`config.mk`:
```
export PLATFORM = sky130hd
export DESIGN_NAME = glove_contact_packet_posture_decoder
export DESIGN_NICKNAME = d
export VERILOG_FILES = /design/src/hw/rtl/gcpd_pkg.sv /design/src/hw/rtl/gcpd_framer.sv /design/src/hw/rtl/gcpd_matcher.sv /design/src/hw/rtl/glove_contact_packet_posture_decoder.sv
export SDC_FILE = /design/constraint.sdc
export NUM_CORES = 2
export LEC_CHECK = 0
export ABC_AREA = 1
export ABC_CLOCK_PERIOD_IN_PS = 9000
export BUFFER_PORTS_ARGS = -buffer_cell sky130_fd_sc_hd__buf_2
export CAP_MARGIN = 25
export CORE_MARGIN = 2
export CORE_UTILIZATION = 28
export CTS_CLUSTER_SIZE = 14
export DETAILED_ROUTE_END_ITERATION = 8
export GPL_ROUTABILITY_DRIVEN = 0
export PLACE_DENSITY = 0.39
export SYNTH_ARGS = -nofsm -noshare
export SYNTH_HDL_FRONTEND = slang
export SYNTH_SLANG_ARGS = --single-unit
export TNS_END_PERCENT = 30
```
`constraint.sdc`:
```
create_clock -name clock -period 9 [get_ports clock]
set_input_delay 1.35 -clock clock [delete_from_list [all_inputs] [get_ports clock]]
set_output_delay 1.35 -clock clock [all_outputs]
set_load 0.01 [all_outputs]
```
`src/hw/rtl/gcpd_pkg.sv`:
```
`default_nettype none
package gcpd_pkg;

   // Sizes of the decoder.
   localparam int MAX_POSTURES = 16;
   localparam int MAX_CONTACTS = 5;
   localparam int PAYLOAD_CAP  = 2 * MAX_CONTACTS + 2;
   localparam int ADDR_W       = $clog2(PAYLOAD_CAP);
   localparam int IDX_W        = $clog2(PAYLOAD_CAP + 1);
   localparam int CNT_W        = $clog2(MAX_CONTACTS + 1);
   localparam int CODE_WORDS   = 4;
   localparam int CODE_W       = 64;
   localparam int LIMIT_W      = 5;
   localparam int CSR_IDX_W    = 3;

   // Byte codes on the serial link.
   localparam logic [7:0] BYTE_CONTACT = 8'h80;
   localparam logic [7:0] BYTE_TIMED   = 8'h81;
   localparam logic [7:0] BYTE_TEXT    = 8'h82;
   localparam logic [7:0] BYTE_END     = 8'h8F;
   localparam logic [7:0] CHAR_V       = 8'h56;
   localparam logic [7:0] CHAR_L       = 8'h4C;
   localparam logic [7:0] CHAR_R       = 8'h52;
   localparam logic [7:0] CHAR_QUERY   = 8'h3F;

   // Register indexes.
   localparam logic [CSR_IDX_W-1:0] CSR_POSTURE_COUNT = 3'd0;
   localparam logic [CSR_IDX_W-1:0] CSR_CODES_A       = 3'd1;
   localparam logic [CSR_IDX_W-1:0] CSR_CODES_B       = 3'd2;
   localparam logic [CSR_IDX_W-1:0] CSR_CODES_C       = 3'd3;
   localparam logic [CSR_IDX_W-1:0] CSR_CODES_D       = 3'd4;

   typedef enum logic [1:0] {
      FT_UNKNOWN,
      FT_CONTACT,
      FT_TIMED,
      FT_TEXT
   } ftype_type;

   typedef enum logic [2:0] {
      KIND_CONTACT_OK  = 3'd0,
      KIND_CONTACT_BAD = 3'd1,
      KIND_TEXT_V      = 3'd2,
      KIND_TEXT_L      = 3'd3,
      KIND_TEXT_R      = 3'd4,
      KIND_TEXT_QUERY  = 3'd5,
      KIND_TEXT_OTHER  = 3'd6
   } kind_type;

   typedef logic [PAYLOAD_CAP-1:0][7:0]       payload_type;
   typedef logic [CODE_WORDS-1:0][CODE_W-1:0] codes_type;

   // What the framer knows about the frame that the current byte belongs to.
   typedef struct packed {
      logic             close;
      ftype_type        ftype;
      logic [IDX_W-1:0] len;
      logic             overflow;
      logic [7:0]       prev_byte;
      logic [7:0]       last_byte;
   } frame_info_type;

endpackage
`default_nettype wire

```
`src/hw/rtl/gcpd_framer.sv`:
```
`default_nettype none
module gcpd_framer import gcpd_pkg::*; (
   input  wire logic           clock,
   input  wire logic           reset,
   input  wire logic           step,
   input  wire logic [7:0]     rx_byte,
   output frame_info_type      info,
   output payload_type         payload
);

   logic             open_ff;
   ftype_type        ftype_ff;
   logic [IDX_W-1:0] idx_ff;
   logic             overflow_ff;
   payload_type      store_ff;
   logic [7:0]       prev_ff;
   logic [7:0]       last_ff;

   logic is_end;
   logic has_room;

   assign is_end   = (rx_byte == BYTE_END);
   assign has_room = (idx_ff < IDX_W'(PAYLOAD_CAP));

   always_ff @(posedge clock) begin
      if (reset) begin
         open_ff     <= 1'b0;
         ftype_ff    <= FT_UNKNOWN;
         idx_ff      <= '0;
         overflow_ff <= 1'b0;
      end else if (step) begin
         if (!open_ff) begin
            if (!is_end) begin
               open_ff     <= 1'b1;
               idx_ff      <= '0;
               overflow_ff <= 1'b0;
               unique case (rx_byte)
                  BYTE_CONTACT: ftype_ff <= FT_CONTACT;
                  BYTE_TIMED:   ftype_ff <= FT_TIMED;
                  BYTE_TEXT:    ftype_ff <= FT_TEXT;
                  default:      ftype_ff <= FT_UNKNOWN;
               endcase
            end
         end else if (!is_end) begin
            if (has_room) begin
               idx_ff <= idx_ff + IDX_W'(1);
            end else begin
               overflow_ff <= 1'b1;
            end
         end else begin
            open_ff <= 1'b0;
         end
      end
   end

   // Payload bytes and the two most recent ones, which hold the tick count.
   always_ff @(posedge clock) begin
      if (step && open_ff && !is_end && has_room) begin
         store_ff[idx_ff[ADDR_W-1:0]] <= rx_byte;
         prev_ff                      <= last_ff;
         last_ff                      <= rx_byte;
      end
   end

   assign info.close     = open_ff && is_end;
   assign info.ftype     = ftype_ff;
   assign info.len       = idx_ff;
   assign info.overflow  = overflow_ff;
   assign info.prev_byte = prev_ff;
   assign info.last_byte = last_ff;
   assign payload        = store_ff;

endmodule
`default_nettype wire

```
`src/hw/rtl/gcpd_matcher.sv`:
```
`default_nettype none
module gcpd_matcher import gcpd_pkg::*; (
   input  wire payload_type              payload,
   input  wire logic [CNT_W-1:0]         pair_count,
   input  wire logic [LIMIT_W-1:0]       limit,
   input  wire codes_type                codes,
   input  wire logic [MAX_POSTURES-1:0]  state,
   output logic [MAX_POSTURES-1:0]       fresh
);

   // Every posture below the limit is checked against every pair of the frame at once; the others keep their state.
   always_comb begin
      logic [15:0] code;
      logic        hit;
      for (int p = 0; p < MAX_POSTURES; p++) begin
         code = codes[p / 4][(p % 4) * 16 +: 16];
         hit  = 1'b0;
         for (int c = 0; c < MAX_CONTACTS; c++) begin
            if (CNT_W'(c) < pair_count && payload[2 * c] == code[15:8]
                && payload[2 * c + 1] == code[7:0]) begin
               hit = 1'b1;
            end
         end
         fresh[p] = (LIMIT_W'(p) < limit) ? hit : state[p];
      end
   end

endmodule
`default_nettype wire

```
`src/hw/rtl/glove_contact_packet_posture_decoder.sv`:
```
`default_nettype none
// A byte is held in the input register; its result, if any, is registered in the result register.
// One byte per cycle while not stalled; only the end byte of a known-type frame yields a beat.
// The input register keeps taking bytes while a result waits, until an end byte must wait too.
// Reset (synchronous, active high) closes any open frame and clears the valid flags, the
// configuration, posture bits, pair and bad-frame counts; payload store, result data not cleared.
module glove_contact_packet_posture_decoder import gcpd_pkg::*; (
   input  wire logic                 clock,
   input  wire logic                 reset,
   input  wire logic                 req_valid,
   output logic                      req_ready,
   input  wire logic [7:0]           req_rx_byte,
   output logic                      rsp_valid,
   input  wire logic                 rsp_ready,
   output logic [2:0]                rsp_frame_kind,
   output logic [15:0]               rsp_posture_bits,
   output logic [15:0]               rsp_changed_bits,
   output logic [2:0]                rsp_contact_count,
   output logic                      rsp_timed,
   output logic [13:0]               rsp_tick_count,
   output logic [15:0]               rsp_bad_frames,
   input  wire logic                 csr_wr_en,
   input  wire logic [CSR_IDX_W-1:0] csr_index,
   input  wire logic [CODE_W-1:0]    csr_wdata
);

   // Configuration registers.
   logic [LIMIT_W-1:0] posture_count_ff;
   codes_type          codes_ff;

   // Input register: the byte waiting to be decoded.
   logic       in_valid_ff;
   logic [7:0] in_byte_ff;

   // Decoder state that outlives a frame.
   logic [MAX_POSTURES-1:0] posture_state_ff;
   logic [CNT_W-1:0]        last_contacts_ff;
   logic [15:0]             bad_total_ff;

   // Result register.
   logic        rsp_valid_ff;
   kind_type    kind_ff;
   logic [15:0] posture_bits_ff;
   logic [15:0] changed_bits_ff;
   logic [2:0]  contact_count_ff;
   logic        timed_ff;
   logic [13:0] tick_ff;
   logic [15:0] bad_frames_ff;

   frame_info_type          info;
   payload_type             payload;
   logic [MAX_POSTURES-1:0] fresh;
   logic [LIMIT_W-1:0]      limit;
   logic [IDX_W-1:0]        pair_len;
   logic [CNT_W-1:0]        pairs;
   logic                    timed;
   logic                    bad;
   logic                    emit;
   logic                    out_free;
   logic                    advance;
   logic [15:0]             bad_total_in;
   kind_type                text_kind;

   // The byte in the input register moves on unless it closes a frame of known type and the
   // result register is still occupied.
   assign out_free  = !rsp_valid_ff || rsp_ready;
   assign emit      = info.close && (info.ftype != FT_UNKNOWN);
   assign advance   = in_valid_ff && (!emit || out_free);
   assign req_ready = !in_valid_ff || advance;

   always_ff @(posedge clock) begin
      if (reset) begin
         in_valid_ff <= 1'b0;
      end else if (req_valid && req_ready) begin
         in_valid_ff <= 1'b1;
      end else if (advance) begin
         in_valid_ff <= 1'b0;
      end
   end

   always_ff @(posedge clock) begin
      if (req_valid && req_ready) begin
         in_byte_ff <= req_rx_byte;
      end
   end

   always_ff @(posedge clock) begin
      if (reset) begin
         posture_count_ff <= '0;
         codes_ff         <= '0;
      end else if (csr_wr_en) begin
         unique case (csr_index)
            CSR_POSTURE_COUNT: posture_count_ff <= csr_wdata[LIMIT_W-1:0];
            CSR_CODES_A:       codes_ff[0]      <= csr_wdata;
            CSR_CODES_B:       codes_ff[1]      <= csr_wdata;
            CSR_CODES_C:       codes_ff[2]      <= csr_wdata;
            CSR_CODES_D:       codes_ff[3]      <= csr_wdata;
            default: ;
         endcase
      end
   end

   gcpd_framer u_framer (
      .clock   (clock),
      .reset   (reset),
      .step    (advance),
      .rx_byte (in_byte_ff),
      .info    (info),
      .payload (payload)
   );

   // A contact frame is bad when its payload is odd, overflows the store, holds
   // too many pairs, or is a timed frame too short to carry its tick count.
   assign timed = (info.ftype == FT_TIMED);
   always_comb begin
      bad = info.overflow || info.len[0];
      if (timed) begin
         bad = bad || (info.len < IDX_W'(2));
      end else begin
         bad = bad || (info.len > IDX_W'(2 * MAX_CONTACTS + 1));
      end
   end

   assign pair_len = timed ? info.len - IDX_W'(2) : info.len;
   assign pairs    = pair_len[CNT_W:1];
   assign limit    = (posture_count_ff > LIMIT_W'(MAX_POSTURES)) ?
                     LIMIT_W'(MAX_POSTURES) : posture_count_ff;
   assign bad_total_in = (bad_total_ff == 16'hFFFF) ? bad_total_ff :
                         bad_total_ff + 16'd1;

   gcpd_matcher u_matcher (
      .payload    (payload),
      .pair_count (pairs),
      .limit      (limit),
      .codes      (codes_ff),
      .state      (posture_state_ff),
      .fresh      (fresh)
   );

   // A text frame is classed by its first character; an empty one is other text.
   always_comb begin
      text_kind = KIND_TEXT_OTHER;
      if (info.len != '0) begin
         unique case (payload[0])
            CHAR_V:     text_kind = KIND_TEXT_V;
            CHAR_L:     text_kind = KIND_TEXT_L;
            CHAR_R:     text_kind = KIND_TEXT_R;
            CHAR_QUERY: text_kind = KIND_TEXT_QUERY;
            default:    text_kind = KIND_TEXT_OTHER;
         endcase
      end
   end

   always_ff @(posedge clock) begin
      if (reset) begin
         posture_state_ff <= '0;
         last_contacts_ff <= '0;
         bad_total_ff     <= '0;
      end else if (advance && emit && info.ftype != FT_TEXT) begin
         if (bad) begin
            bad_total_ff <= bad_total_in;
         end else begin
            posture_state_ff <= fresh;
            last_contacts_ff <= pairs;
         end
      end
   end

   always_ff @(posedge clock) begin
      if (reset) begin
         rsp_valid_ff <= 1'b0;
      end else if (advance && emit) begin
         rsp_valid_ff <= 1'b1;
      end else if (rsp_ready) begin
         rsp_valid_ff <= 1'b0;
      end
   end

   // Result payload: the text case and the bad case leave the posture bits and
   // the pair count as they stand and report a tick count of zero.
   always_ff @(posedge clock) begin
      if (advance && emit) begin
         posture_bits_ff  <= 16'(posture_state_ff);
         changed_bits_ff  <= '0;
         contact_count_ff <= 3'(last_contacts_ff);
         timed_ff         <= timed;
         tick_ff          <= '0;
         bad_frames_ff    <= bad_total_ff;
         if (info.ftype == FT_TEXT) begin
            kind_ff <= text_kind;
         end else if (bad) begin
            kind_ff       <= KIND_CONTACT_BAD;
            bad_frames_ff <= bad_total_in;
         end else begin
            kind_ff          <= KIND_CONTACT_OK;
            posture_bits_ff  <= 16'(fresh);
            changed_bits_ff  <= 16'(fresh ^ posture_state_ff);
            contact_count_ff <= 3'(pairs);
            if (timed) begin
               tick_ff <= {info.last_byte[6:0], info.prev_byte[6:0]};
            end
         end
      end
   end

   assign rsp_valid         = rsp_valid_ff;
   assign rsp_frame_kind    = kind_ff;
   assign rsp_posture_bits  = posture_bits_ff;
   assign rsp_changed_bits  = changed_bits_ff;
   assign rsp_contact_count = contact_count_ff;
   assign rsp_timed         = timed_ff;
   assign rsp_tick_count    = tick_ff;
   assign rsp_bad_frames    = bad_frames_ff;

endmodule
`default_nettype wire
```
==> impl_metrics.csv <==
group,metric,value,unit
timing,min_period,3.96,ns
final_layout,fillers,15900,
final_layout,final_common_cell,"nand2_1",
drt,antenna_left,0,
floorplan,fp.dieW,380,µm
synth,yosysWarnings,0,
final_layout,areaGrowthSynthToFinish,11.8,%
floorplan,core,0.140,mm²
setup_path,rrSetupSlack,5.31,ns
timing,setup_viol,0,
timing,fin_tns_setup,0,ns
setup_path,endpoint_kind,"output pin",
drt,totalWireLength,246000,µm
floorplan,initial_core_util,28.3,%
cts,cts_tree,"done",
floorplan,rows,137,
cts,hold_buffers,0,
final_layout,drive_gt1_share,6.06,%
drt,via_per_inst,5.15,
placed_design,hpwl,182000,µm
floorplan,dieArea,0.144,mm²
synth,ys.flop_type,"dfxtp_1",
final_layout,nets,7005,
final_layout,final_cell_mix,"nand2_1, nor2_1, inv_1",
min_path,hold_class,"flip-flop to flip-flop",
placed_design,port_buffers,150,
drt,dr.pass1.iters,8,
synth,synth_area,0.0395,mm²
timing,finalHoldViolations,0,
power_and_ir_drop,p_leak,21.0,nW
power_and_ir_drop,powerDensity,136,mW/mm²
placed_design,placed_cells,8719,
flow_run,max_cap_violations,0,
cts,cts_htree_levels,3,
setup_path,start_kind,"flip-flop",
synth,syn_inst,7010,
drt,wire_per_inst,27.8,µm
cts,cts_buffers,70,
synth,yosys_register_bits,477,
timing,max_slew_margin,20.6,%
power_and_ir_drop,ir_drop,0.123,mV
synth,synth_seq_area_share,28.5,%
drt,vias,45600,
setup_path,slowest_stage,"edfxtp_1",
cts,cts_root_buf,"clkbuf_16",
grt,grt_pass1_wl,335000,µm
power_and_ir_drop,power,5.98,mW
setup_path,critical-path-top-delay-family,"flip-flops",
drt,drt_drc_violations_left,0,
synth,synthesis.nets,7097,
grt,antenna_found_initial,23,
setup_path,max_stage_delay,0.83,ns
synth,syn_avg_cell_area,5.64,µm²
grt,grt_max_degree,156,
cts,clockBufferDepth,3,
grt,grt_use_total,33.0,%
drt,drtIter0Drc,6145,
outcome,status,"finished clean",
timing,period_share,44.0,%
grt,overflow,0,
synth,ys_top_cells_by_area,"nand2_1, dfxtp_1, edfxtp_1, nor2_1, xor2_1",
final_layout,instances_no_fill,8853,
setup_path,crit_fanout,12,
cts,cts_resized,0,
cts,clkLatencyLatePin,0.70,ns
setup_path,crit_type,"flip-flop to output pin",
synth,yosysTopAreaCell,"nand2_1",
synth,synth_edf_count,171,
timing,drv_slew,0,
setup_path,arrival,2.61,ns
setup_path,path_buf_inv,4,
synth,yosys.area.top_type_share,30.7,%
synth,yosys.cell_types.count,38,
synth,async_reset_ff_share,0,%
setup_path,cp.required,7.65,ns
cts,path_clk_slew,0.06,ns
cts,postCtsSetupBuffers,0,
grt,grt_pass1_vias,41100,
cts,cts.sinks,477,
timing,finClkSkew,0.0362,ns
setup_path,crit_chain,"nor2_1 -> nand3_1 -> inv_1 -> nand2_1 -> inv_2 -> nand3_1 -> nor2_1 -> inv_1 -> buf_2",
floorplan,fp.dieH,380,µm
timing,timing.fmax,252,MHz
floorplan,pin_count,151,
timing,rsz0062_at_grt,"no",
timing,worst_slew_pin_slew,1.19,ns
[synthesized netlist by cell type (26+ instances only)]
library cell / number
inv_1: 432
nand3_1: 155
nor3_1: 26
o21ai_0: 310
edfxtp_1: 171
nand4_1: 77
clkbuf_1: 234
dfxtp_1: 306
nand2_1: 3236
buf_2: 175
xnor2_1: 101
xor2_1: 289
a21oi_1: 334
nor2_1: 1022
[tightest hold or removal path, delay by kind of cell (launching register included)]
family                 cells  cell delay, ns
flip-flops                 1            0.30
buffers and inverters      1            0.06
AO/OA/AOI/OAI              1            0.06
[flip-flops by register name (all words and copies together) (netlist names), 2 cells and up]
name,flops
posture_count_ff,5
rsp_posture_bits,16
last_contacts_ff,3
rsp_tick_count,14
u_framer.last_ff,7
bad_total_ff,16
in_byte_ff,8
codes_ff,256
rsp_contact_count,3
rsp_bad_frames,16
rsp_frame_kind,3
u_framer.idx_ff,4
u_framer.ftype_ff,2
u_framer.payload,80
posture_state_ff,16
rsp_changed_bits,16
u_framer.prev_ff,7
[logic make-up (layout without fill, tap and decap cells)]
logic type / count (synthesis) / in the layout / share of synthesized area (%)
adder cells (fa/ha/maj): 7 / 7 / 0.222
other: 0 / 1 / 0
AND/OR/NAND/NOR: 4566 / 4566 / 44.9
flip-flops: 477 / 477 / 28.5
XOR/XNOR: 390 / 390 / 8.65
AO/OA/AOI/OAI: 675 / 675 / 8.61
buffers and inverters: 895 / 861 / 9.17
[area by class of cell]
type                            instances  area, µm²  share of cell area, %
Multi-Input combinational cell       5638      24700                   55.9
Sequential cell                       477      11300                   25.5
Tap cell                             1876       2350                   5.32
Clock buffer                          101       2020                   4.58
Inverter                              468       1780                   4.02
Timing Repair Buffer                  263       1670                   3.77
Clock inverter                         29        387                  0.876
Antenna cell                            1       2.50                0.00567
[worst paths after layout]
kind	start	end	cells past startpoint
min	last_contacts_ff[2]	last_contacts_ff[2]	2
min reg2reg	last_contacts_ff[2]	last_contacts_ff[2]	2
max reg2reg	u_framer.payload[59]	rsp_changed_bits[7]	13
max	in_byte_ff[5]	req_ready	9
[power by group]
| part | internal, mW | switching, mW | total, mW |
|---|---|---|---|
| Clock | 1.77 | 1.21 | 2.99 |
| Sequential | 2.28 | 0.101 | 2.38 |
| Combinational | 0.170 | 0.445 | 0.615 |
| Total | 4.22 | 1.76 | 5.98 |
[routing by layer]
layer / routed length (µm) / GRT usage, %
met1: 103000 / 43.7
met3: 22300 / 5.98
met2: 102000 / 48.6
met5: 0 / 0
met4: 19200 / 22.2
[metrics by stage]
| stage | setup WS (ns) | instance area [µm²] | utilization, % | hold WS, ns |
|---|---|---|---|---|
| after detailed placement | 5.37 | 41700 | 29.8 | 0.455 |
| after floorplan | 4.86 | 39500 | - | 0.425 |
| after global routing | 4.91 | 44100 | 31.6 | 0.490 |
| after global placement | 5.28 | 41600 | 29.8 | 0.439 |
| final | 5.04 | 44100 | 31.6 | 0.464 |
| after CTS | 5.03 | 44100 | 31.6 | 0.465 |
(Power assumes the default switching activity.)
